## src/rpet_pkg.sv

```systemverilog
// Shared constants and types for the ranked pairs tally block.
// No dependencies; imported by ranked_pairs_election_tally, rpet_lock and the testbench.
`timescale 1ns / 1ps
package rpet_pkg;
  localparam int MAX_CAND   = 9;
  localparam int TALLY_W    = 16;
  localparam int CIDX_W     = 4;
  localparam int PAIR_SLOTS = MAX_CAND * (MAX_CAND - 1) / 2;
  localparam int TDEPTH     = MAX_CAND * MAX_CAND;
  localparam int TADDR_W    = $clog2(TDEPTH);
  localparam int PADDR_W    = $clog2(PAIR_SLOTS + 1);

  localparam logic [1:0] ST_RANK_OK  = 2'd0;
  localparam logic [1:0] ST_BALLOT   = 2'd1;
  localparam logic [1:0] ST_DISCARD  = 2'd2;
  localparam logic [1:0] ST_WINNER   = 2'd3;

  localparam logic REG_CAND_COUNT = 1'b0;

  typedef struct packed {
    logic [CIDX_W-1:0]  w;
    logic [CIDX_W-1:0]  l;
    logic [TALLY_W-1:0] m;
  } pair_t;

  typedef struct packed {
    logic              clear;
    logic              start;
    logic              step;
    logic              lock;
    logic [CIDX_W-1:0] w;
    logic [CIDX_W-1:0] l;
  } lock_ctrl_t;

  typedef struct packed {
    logic stable;
    logic hit;
  } lock_stat_t;
endpackage

```

## src/ranked_pairs_election_tally.sv

```systemverilog
// Ranked pairs election tally: top level with the sequencer and tally store.
// Depends on rpet_pkg, rpet_ram and rpet_lock.
//
// After reset the block sweeps the 81-entry tally memory to zero before it
// takes a transaction. The rank entry that completes a ballot then walks the
// tally memory with read-modify-write for each candidate pair. A decide reads
// every tally cell twice, then repeatedly scans the pair memory to pick the
// largest unprocessed margin and runs the reachability unit for each pick,
// then drains the winners in candidate order. The single tally memory port and
// the pair scan set the pace; one transaction at a time.
`timescale 1ns / 1ps
module ranked_pairs_election_tally (
  input  logic                          clk,
  input  logic                          rst,
  input  logic                          psel,
  input  logic                          penable,
  input  logic                          pwrite,
  input  logic [2:0]                    paddr,
  input  logic [31:0]                   pwdata,
  output logic [31:0]                   prdata,
  output logic                          pready,
  input  logic                          in_valid,
  output logic                          in_stall,
  input  logic                          action,
  input  logic [rpet_pkg::CIDX_W-1:0]   candidate_index,
  output logic                          out_valid,
  input  logic                          out_stall,
  output logic [1:0]                    status,
  output logic [rpet_pkg::CIDX_W-1:0]   winner_index,
  output logic                          last
);
  import rpet_pkg::*;

  localparam logic [3:0] S_CLR      = 4'd0;
  localparam logic [3:0] S_IDLE     = 4'd1;
  localparam logic [3:0] S_ADD_ROW  = 4'd2;
  localparam logic [3:0] S_ADD_RD   = 4'd3;
  localparam logic [3:0] S_ADD_WR   = 4'd4;
  localparam logic [3:0] S_FORM_RD1 = 4'd5;
  localparam logic [3:0] S_FORM_RD2 = 4'd6;
  localparam logic [3:0] S_FORM_CMP = 4'd7;
  localparam logic [3:0] S_PICK_RD  = 4'd8;
  localparam logic [3:0] S_PICK_EV  = 4'd9;
  localparam logic [3:0] S_PICK_END = 4'd10;
  localparam logic [3:0] S_REACH    = 4'd11;
  localparam logic [3:0] S_EMIT     = 4'd12;

  logic [3:0]          state;
  logic [CIDX_W-1:0]   cand_count;
  logic [CIDX_W-1:0]   n;
  logic [CIDX_W-1:0]   rank_position;
  logic [CIDX_W-1:0]   ballot_ranks [MAX_CAND];
  logic [CIDX_W-1:0]   ci, cj;
  logic [MAX_CAND-1:0] seen;
  logic [TADDR_W-1:0]  clr;
  logic [TALLY_W-1:0]  ta;
  logic [PADDR_W-1:0]  pair_total, pk, best;
  logic [PAIR_SLOTS-1:0] done;
  logic                found;
  logic [TALLY_W-1:0]  bestm;
  logic [CIDX_W-1:0]   bw, bl;

  logic                t_we;
  logic [TADDR_W-1:0]  t_waddr, t_raddr, addr_wj, addr_ij, addr_ji;
  logic [TALLY_W-1:0]  t_wdata, t_rdata;
  logic                p_we;
  pair_t               p_wdata, p_rdata;
  logic [CIDX_W-1:0]   w;
  lock_ctrl_t          lctl;
  lock_stat_t          lstat;
  logic [MAX_CAND-1:0] incoming;
  logic                in_acc, out_acc, cfg_wr, later, j_end, i_end, emit;

  assign pready = 1'b1;
  assign prdata = {{(32-CIDX_W){1'b0}}, cand_count};
  assign cfg_wr = psel && penable && pwrite && (paddr[2] == REG_CAND_COUNT);
  assign n = (cand_count == '0) ? CIDX_W'(1) :
             (cand_count > CIDX_W'(MAX_CAND)) ? CIDX_W'(MAX_CAND) : cand_count;

  assign in_stall = (state != S_IDLE) || out_valid;
  assign in_acc   = in_valid && !in_stall;
  assign out_acc  = out_valid && !out_stall;
  assign emit     = (state == S_EMIT) && (ci < n) && !incoming[ci] &&
                    (!out_valid || out_acc);

  assign w       = ballot_ranks[ci];
  assign addr_wj = TADDR_W'(w) * TADDR_W'(MAX_CAND) + TADDR_W'(cj);
  assign addr_ij = TADDR_W'(ci) * TADDR_W'(MAX_CAND) + TADDR_W'(cj);
  assign addr_ji = TADDR_W'(cj) * TADDR_W'(MAX_CAND) + TADDR_W'(ci);
  assign j_end   = (cj == n - CIDX_W'(1));
  assign i_end   = (ci == n - CIDX_W'(1));

  always_comb begin
    t_we    = 1'b0;
    t_waddr = addr_wj;
    t_wdata = (t_rdata == '1) ? t_rdata : t_rdata + TALLY_W'(1);
    case (state)
      S_CLR: begin
        t_we    = 1'b1;
        t_waddr = clr;
        t_wdata = '0;
      end
      S_ADD_WR: t_we = 1'b1;
      default: ;
    endcase
    case (state)
      S_FORM_RD1: t_raddr = addr_ij;
      S_FORM_RD2: t_raddr = addr_ji;
      default:    t_raddr = addr_wj;
    endcase
  end

  assign p_we      = (state == S_FORM_CMP) && (ta > t_rdata) &&
                     (pair_total < PADDR_W'(PAIR_SLOTS));
  assign p_wdata.w = ci;
  assign p_wdata.l = cj;
  assign p_wdata.m = ta - t_rdata;

  always_comb begin
    lctl.clear = in_acc && action;
    lctl.start = (state == S_PICK_END) && found;
    lctl.step  = (state == S_REACH) && !lstat.stable;
    lctl.lock  = (state == S_REACH) && lstat.stable && !lstat.hit;
    lctl.w     = bw;
    lctl.l     = bl;
  end

  always_comb begin
    later = 1'b0;
    for (int k = 0; k < MAX_CAND; k++) begin
      if (CIDX_W'(k) > ci && CIDX_W'(k) < n && !incoming[k]) later = 1'b1;
    end
  end

  rpet_ram #(.DEPTH(TDEPTH), .WIDTH(TALLY_W), .AW(TADDR_W)) u_tally (
    .clk(clk), .we(t_we), .waddr(t_waddr), .wdata(t_wdata),
    .raddr(t_raddr), .rdata(t_rdata)
  );

  rpet_ram #(.DEPTH(PAIR_SLOTS), .WIDTH($bits(pair_t)), .AW(PADDR_W)) u_pairs (
    .clk(clk), .we(p_we), .waddr(pair_total), .wdata(p_wdata),
    .raddr(pk), .rdata(p_rdata)
  );

  rpet_lock u_lock (
    .clk(clk), .rst(rst), .ctrl(lctl), .stat(lstat), .incoming(incoming)
  );

  always_ff @(posedge clk) begin
    if (rst) begin
      state         <= S_CLR;
      cand_count    <= CIDX_W'(MAX_CAND);
      rank_position <= '0;
      clr           <= '0;
      out_valid     <= 1'b0;
      pair_total    <= '0;
    end else begin
      if (cfg_wr) begin
        cand_count    <= pwdata[CIDX_W-1:0];
        rank_position <= '0;
      end
      if (out_acc && !emit) out_valid <= 1'b0;
      case (state)
        S_CLR: begin
          clr <= clr + TADDR_W'(1);
          if (clr == TADDR_W'(TDEPTH - 1)) state <= S_IDLE;
        end
        S_IDLE: begin
          if (in_acc) begin
            ci <= '0;
            cj <= '0;
            if (action) begin
              pair_total <= '0;
              state      <= S_FORM_RD1;
            end else begin
              out_valid    <= 1'b1;
              winner_index <= '0;
              last         <= 1'b1;
              if (candidate_index >= n || rank_position >= n) begin
                rank_position <= '0;
                status        <= ST_DISCARD;
              end else begin
                ballot_ranks[rank_position] <= candidate_index;
                if (rank_position + CIDX_W'(1) >= n) begin
                  rank_position <= '0;
                  status        <= ST_BALLOT;
                  seen          <= '0;
                  state         <= S_ADD_ROW;
                end else begin
                  rank_position <= rank_position + CIDX_W'(1);
                  status        <= ST_RANK_OK;
                end
              end
            end
          end
        end
        S_ADD_ROW: begin
          seen  <= seen | (MAX_CAND'(1) << w);
          cj    <= '0;
          state <= S_ADD_RD;
        end
        S_ADD_RD, S_ADD_WR: begin
          if (state == S_ADD_RD && !seen[cj]) begin
            state <= S_ADD_WR;
          end else if (j_end) begin
            ci    <= ci + CIDX_W'(1);
            state <= i_end ? S_IDLE : S_ADD_ROW;
          end else begin
            cj    <= cj + CIDX_W'(1);
            state <= S_ADD_RD;
          end
        end
        S_FORM_RD1: state <= S_FORM_RD2;
        S_FORM_RD2: begin
          ta    <= t_rdata;
          state <= S_FORM_CMP;
        end
        S_FORM_CMP: begin
          if (p_we) pair_total <= pair_total + PADDR_W'(1);
          state <= S_FORM_RD1;
          if (j_end) begin
            cj <= '0;
            ci <= ci + CIDX_W'(1);
            if (i_end) begin
              done  <= '0;
              pk    <= '0;
              found <= 1'b0;
              state <= S_PICK_RD;
            end
          end else begin
            cj <= cj + CIDX_W'(1);
          end
        end
        S_PICK_RD: state <= (pk == pair_total) ? S_PICK_END : S_PICK_EV;
        S_PICK_EV: begin
          // strict compare keeps the earliest pair among equal margins
          if (!done[pk] && (!found || p_rdata.m > bestm)) begin
            found <= 1'b1;
            best  <= pk;
            bestm <= p_rdata.m;
            bw    <= p_rdata.w;
            bl    <= p_rdata.l;
          end
          pk    <= pk + PADDR_W'(1);
          state <= S_PICK_RD;
        end
        S_PICK_END: begin
          if (found) begin
            done[best] <= 1'b1;
            state      <= S_REACH;
          end else begin
            ci    <= '0;
            state <= S_EMIT;
          end
        end
        S_REACH: begin
          if (lstat.stable) begin
            pk    <= '0;
            found <= 1'b0;
            state <= S_PICK_RD;
          end
        end
        S_EMIT: begin
          if (ci >= n) begin
            state <= S_IDLE;
          end else if (incoming[ci]) begin
            ci <= ci + CIDX_W'(1);
          end else if (emit) begin
            out_valid    <= 1'b1;
            status       <= ST_WINNER;
            winner_index <= ci;
            last         <= !later;
            ci           <= ci + CIDX_W'(1);
          end
        end
        default: state <= S_IDLE;
      endcase
    end
  end

  a_in_only_idle: assert property (@(posedge clk) disable iff (rst)
    in_acc |-> state == S_IDLE)
    else $error("input taken while busy");
  a_pair_bound: assert property (@(posedge clk) disable iff (rst)
    pair_total <= PADDR_W'(PAIR_SLOTS))
    else $error("pair count overflow");
  a_emit_status: assert property (@(posedge clk) disable iff (rst)
    (out_valid && state == S_EMIT) |-> status == ST_WINNER)
    else $error("non-winner result during winner drain");
endmodule

```

## src/rpet_ram.sv

```systemverilog
// Generic single-write, single-read RAM with registered read data.
// No dependencies.
`timescale 1ns / 1ps
module rpet_ram #(
  parameter int DEPTH = 81,
  parameter int WIDTH = 16,
  parameter int AW    = $clog2(DEPTH)
) (
  input  logic             clk,
  input  logic             we,
  input  logic [AW-1:0]    waddr,
  input  logic [WIDTH-1:0] wdata,
  input  logic [AW-1:0]    raddr,
  output logic [WIDTH-1:0] rdata
);
  logic [WIDTH-1:0] mem [DEPTH];

  always_ff @(posedge clk) begin
    if (we) begin
      mem[waddr] <= wdata;
    end
    rdata <= mem[raddr];
  end
endmodule

```

## src/rpet_lock.sv

```systemverilog
// Locked-edge graph and the reachability unit used to reject cycles.
// Depends on rpet_pkg.
`timescale 1ns / 1ps
module rpet_lock (
  input  logic                                clk,
  input  logic                                rst,
  input  rpet_pkg::lock_ctrl_t                ctrl,
  output rpet_pkg::lock_stat_t                stat,
  output logic [rpet_pkg::MAX_CAND-1:0]       incoming
);
  import rpet_pkg::*;

  logic [MAX_CAND-1:0] locked [MAX_CAND];
  logic [MAX_CAND-1:0] reach;
  logic [MAX_CAND-1:0] spread;

  always_comb begin
    spread   = reach;
    incoming = '0;
    for (int v = 0; v < MAX_CAND; v++) begin
      if (reach[v]) spread = spread | locked[v];
      incoming = incoming | locked[v];
    end
    stat.stable = (spread == reach);
    stat.hit    = reach[ctrl.w];
  end

  always_ff @(posedge clk) begin
    if (rst || ctrl.clear) begin
      for (int v = 0; v < MAX_CAND; v++) locked[v] <= '0;
    end else if (ctrl.lock) begin
      locked[ctrl.w][ctrl.l] <= 1'b1;
    end
    if (ctrl.start) begin
      reach <= MAX_CAND'(1) << ctrl.l;
    end else if (ctrl.step) begin
      reach <= spread;
    end
  end
endmodule

```

## config.mk

```make
export PLATFORM = sky130hd
export DESIGN_NAME = ranked_pairs_election_tally
export DESIGN_NICKNAME = d
export VERILOG_FILES = /design/src/rpet_pkg.sv /design/src/ranked_pairs_election_tally.sv /design/src/rpet_ram.sv /design/src/rpet_lock.sv
export SDC_FILE = /design/constraint.sdc
export NUM_CORES = 2
export LEC_CHECK = 0
export CAP_MARGIN = 30
export CORE_ASPECT_RATIO = 0.8
export CORE_MARGIN = 3
export CORE_UTILIZATION = 25
export CTS_CLUSTER_SIZE = 8
export DETAILED_ROUTE_END_ITERATION = 10
export DONT_BUFFER_PORTS = 1
export SETUP_SLACK_MARGIN = 0.4
export SYNTH_ARGS = -nofsm -noshare
export SYNTH_HDL_FRONTEND = slang
export SYNTH_HIERARCHICAL = 1
export SYNTH_SLANG_ARGS = --single-unit
```

## constraint.sdc

```tcl
create_clock -name clk -period 7.72 [get_ports clk]
set_input_delay 0 -clock clk [delete_from_list [all_inputs] [get_ports clk]]
set_output_delay 0 -clock clk [all_outputs]
set_load 0.1 [all_outputs]
```

# Word-level counts from Yosys, hierarchy flattened
# Memories as Yosys holds them, arrays and structs flattened. A register that Yosys moved wholly into a read port is not among the register bits.
# Cells that the tools add are included.
# word_totals
output_inout_bits	42
wordCells	366
ram_bits	2277
inputBits	47
n_memories	4
register_bits	148
# memory_table
name	depth	word_bits	read_ports	rd_ports_with_merged_regs	wr	line_no	rtl
u_tally.mem	81	16	1	1	1	rpet_ram.sv:16	logic [WIDTH-1:0] mem [DEPTH];
u_pairs.mem	36	24	1	1	1	rpet_ram.sv:16	
u_lock.locked	9	9	9	0	9	rpet_lock.sv:13	logic [MAX_CAND-1:0] locked [MAX_CAND];
ballot_ranks	9	4	1	1	1	ranked_pairs_election_tally.sv:52	logic [CIDX_W-1:0] ballot_ranks [MAX_CAND];
# classes
multipliers	3
bitwise	21
reduce_logical	87
shifts	2
n_lt_le_gt_ge	35
mux	140
n_eq_ne	41
add_sub_neg	12
# op_table
op	count
$mux W9	18
$or A9 B9 Y9	18
$mux W4	34
$mux W36	3
$pmux W36 S2	1
$pmux W4 S12	1
$mux W1	46
$logic_and A1 B1 Y1	38
$mux W6	6
$ne A2 B2 Y1 const B	18
$or A36 B36 Y36	1
$gt A16 B16 Y1	2
$mux W16	2
$add A7 B4 Y7	3
$mul A4 B4 Y7 const B	3
$eq A4 B4 Y1 const B	5
$logic_not A1 Y1	20
$lt A4 B5 Y1 const B	4
$pmux W4 S5	1
$mux W2	9
$pmux W6 S3	1
$pmux W9 S2	1
$reduce_and A6 Y1	3
$shl A1 B4 Y9 const A	2
other kinds (60)	101

# Longest topological paths before layout
# An unclocked memory read counts as a cell.
# logic_depth
word_depth	27
ltp_mapped	20
mapped_depth_nobuf	17

# By module
# The synthesis kept the hierarchy.
# modules_own_cells
mod	seq_area_each_um2	cells_per_inst	area_each_um2	n_inst
rpet_ram at u_tally	39237.6	2166	49980.4	1
rpet_ram at u_pairs	26425.3	1776	34389.2	1
ranked_pairs_election_tally	5074.9	1136	11720.0	1
rpet_lock	1891.8	358	3862.5	1

# Worst setup path after synthesis
# OpenSTA, ideal clock, no wires.
# synth_path
path_type	register -> register
from	register u_tally.rdata[1] (read register of u_tally.mem)
to	memory u_tally.mem[0][12] (data pin)
synth_period_minus_slack_ns	5.555
required_time_ns	6.865
arrival_time_ns	4.700
path_buffers	0
setup_slack_ns	2.165
setup_time_ns	0.855
path_stages_with_launch	6
cell_sequence	dfxtp_1 -> ha_1 -> nand2_1 -> nor3_1 -> nand2_1 -> a211oi_1
# synth_between
elab_chain_cells	3
elab_cells_between_ends	4
cone_classes	1 x add/sub; 1 x eq/ne; 2 x mux
# synth_rtl
item	line_no	rtl
start: declaration	rpet_ram.sv:14	output logic [WIDTH-1:0] rdata
$add A16 B1 Y16 / $eq A16 B16 Y1 (equally long branches)	ranked_pairs_election_tally.sv:96	t_wdata = (t_rdata == '1) ? t_rdata : t_rdata + TALLY_W'(1);
$mux W16 *	ranked_pairs_election_tally.sv:96	
$mux W16 *	ranked_pairs_election_tally.sv:97	case (state)
named net t_wdata[12]	ranked_pairs_election_tally.sv:65	logic [TALLY_W-1:0] t_wdata, t_rdata;
end: declaration	rpet_ram.sv:16	
# The timed path passes the listed nets; every way through them passes the cells marked *.

==> metrics.cfg <==
[synthesis]
netlist_top_cells_area=edfxtp_1 (70%), mux4_2 (8.6%), mux2i_1 (4.9%)
synthCells=5436
postSynth.topFlopCell=edfxtp_1
syn_area_um2=100000
yosysUniqueCellTypes=103
ys_async_sr_fraction=0
synth_top_cell_area_share=0.696
ys_seq_elements=2469
synth_seq_area_share=0.727
syn-mean-instance-area_um2=18.4
yosys.area.top_type=edfxtp_1
synth_edf_count=2318
ys_warn_count=6

[cells_and_area]
design_area_um2=118000
drive_above_1_share=0.206
final_nets=5909
final_common_cell=edfxtp_1
fillers=38700
final-seq-area_um2=72600
synthToLayoutAreaGrowth_pct=17.7
multi_input_area_um2=25800
final_cell_mix=edfxtp_1 (2318), mux2i_1 (488), mux4_2 (380), clkbuf_16 (352)

[sta]
tns_ns=0
drv_slew=0
relSlewSlack=0.268
fin_crit_ns=6.36
hold_viol=0
rsz0062_at_grt=false
finalSetupViolCount=0
finalCritPeriodShare=0.823
worst_pin_slew_ns=1.10
timing.fmax_ghz=0.157
fin_skew_ns=0.0464

[global_routing]
antenna_found_initial=5
grt_pass1_wl_um=359000
overflow=0
grt_max_degree=121
grt_pass1_vias=52900
grt_usage=0.116

[worst_setup_path]
crit_required_ns=8.51
cp-end-kind=flop
path_delay_family=compound AO/OA/AOI/OAI gates
crit_chain=mux4_2 -> mux2i_1 -> o21ai_1 -> ha_1 -> ha_1 -> ha_1 -> xnor2_1 -> o22ai_4 -> buf_4 -> nand3b_1 -> o22ai_1 -> a211oi_1 -> o21ai_0 -> nand3_1
path_buf_inv=1
crit_path_start_kind=flop
crit_type=reg2reg
critPathArrivalTime_ns=7.14
slowest_stage=a211oi_1
slowest_delay_ns=0.84
path_max_fanout=34
path_common_cell=ha_1

[route]
dr.pass1.iters=6
routed_wirelength_um=246000
vias=53100
drcViolationCount=0
drtAntennaViolNets=0
wl_per_cell_um=21.9
via_per_inst=4.72
drtIter0Drc=6016

[floorplan]
die_w_um=713
die_area_um2=407000
row_count=207
fp.coreArea_um2=398000
fp.dieH_um=572
start_util=0.251
ios=89

[place]
dp_hpwl_um=140000
portBuffers=0
finalWeightedCongestion=0.820
dpl_cell_area_um2=107000

[cts]
clkTransAtPathRegs_ns=0.05
clkLatencyLatePin_ns=0.88
cts_buffers=350
cts_root_buf=clkbuf_16
clock-sinks=2469
clk_path_buf_depth=4
htree_levels=5
cts_tree=done

[status]
status=finished clean

[power]
p_per_area_nw_per_um2=242
peakVddDrop_mv=0.156
p_leak_nw=39.5
p_total_mw=28.4

[hold_path]
hold_path.class=in2reg

[run]
drv_cap=0

-- power breakdown --
group | leakage, nW | switching (mW) | internal (mW) | total, mW
registers | 23.3 | 0.00888 | 14.5 | 14.5
clock network | 4.64 | 5.46 | 8.26 | 13.7
logic | 11.5 | 0.154 | 0.0415 | 0.196
total | 39.5 | 5.62 | 22.8 | 28.4
-- worst reg2reg max path, cell delays in order (launching register included) --
cell,delay (ns)
dfxtp_1,0.67
mux4_2,0.59
mux2i_1,0.16
o21ai_1,0.20
ha_1,0.37
ha_1,0.28
ha_1,0.36
xnor2_1,0.21
o22ai_4,0.76
buf_4,0.59
nand3b_1,0.58
o22ai_1,0.18
a211oi_1,0.84
o21ai_0,0.33
nand3_1,0.18
-- synth_stat cells (all sizes together), types with 22 or more instances --
library cell	n
nor3	61
mux2i	488
a21oi	157
nand3	78
nor2b	27
dfxtp	151
inv	84
nand2b	22
a211oi	38
buf	189
a221oi	51
o41ai	27
o22ai	72
o21ai	63
a22o	132
nand2	128
xnor2	37
a22oi	151
mux4	382
clkbuf	131
nor2	271
edfxtp	2318
nand4	29
ha	93
-- kinds of logic after synthesis --
group                      synth area share
muxes                                 0.136
and+or+nand+nor                      0.0367
adders and majority gates            0.0122
AOI/OAI and AO/OA                    0.0617
xor gates and xnor gates            0.00545
DFF                                   0.727
buffers and inverters                0.0212
other                             0.0000751
-- final timing paths --
path / from / to / slack [ns] / cells past startpoint
worst max register to register: flop / u_tally/rdata[15] / 1.36 / 14
worst max-delay path: flop / u_tally/rdata[15] / 1.36 / 14
worst min register to register: u_pairs/rdata[18] / bl[2] / 0.40 / 0
worst min-delay path: candidate_index[2] / ballot_ranks[8][2] / 0.07 / 1
-- state kept, by name (all words and copies together) (netlist names), 6 cells and up, named ones only --
register	flops
pk	6
best	6
pair_total	6
u_lock/locked	81
u_lock/reach	9
u_pairs/mem	864
ta	16
u_tally/rdata	16
done	36
clr	7
bestm	16
ballot_ranks	36
u_pairs/rdata	24
u_tally/mem	1296
seen	9
-- per-layer routing --
metal	share of wire	track usage	vias up
met5	0.00046	0	-
met4	0.018	0.0251	2
met3	0.081	0.0246	322
met2	0.44	0.173	2158
met1	0.46	0.173	27900
li1	-	-	22800
-- area by class of cell --
cell class              instances  share of cell area
inverters                      84             0.00268
flip-flops and latches       2469               0.618
clock buffers                 472              0.0787
repair buffers                271              0.0216
well taps                    5329              0.0567
clock inverters                21             0.00305
multi-input cells            2590               0.220
diodes                          3           0.0000638
-- per-stage QoR --
stage | worst slack, ns | cells | hold slack (ns) | util
CTS | 1.28 | 11200 | 0.0198 | 0.295
floorplan | 2.17 | 5463 | 0.0989 | -
finish | 1.36 | 11200 | 0.0687 | 0.296
detailed placement | 1.27 | 10700 | 0.0997 | 0.270
global route | 0.992 | 11200 | 0.0413 | 0.296
global placement | 1.39 | 10700 | 0.101 | 0.269
-- timing repair --
| item | in CTS | in global routing |
|---|---|---|
| setup buffers | 0 | 0 |
| endpoints found under the hold margin | 297 | 0 |
| gates resized for setup | 0 | 0 |
| hold buffers | 27 | 0 |
Note: power is estimated with default switching activity, not from simulation.
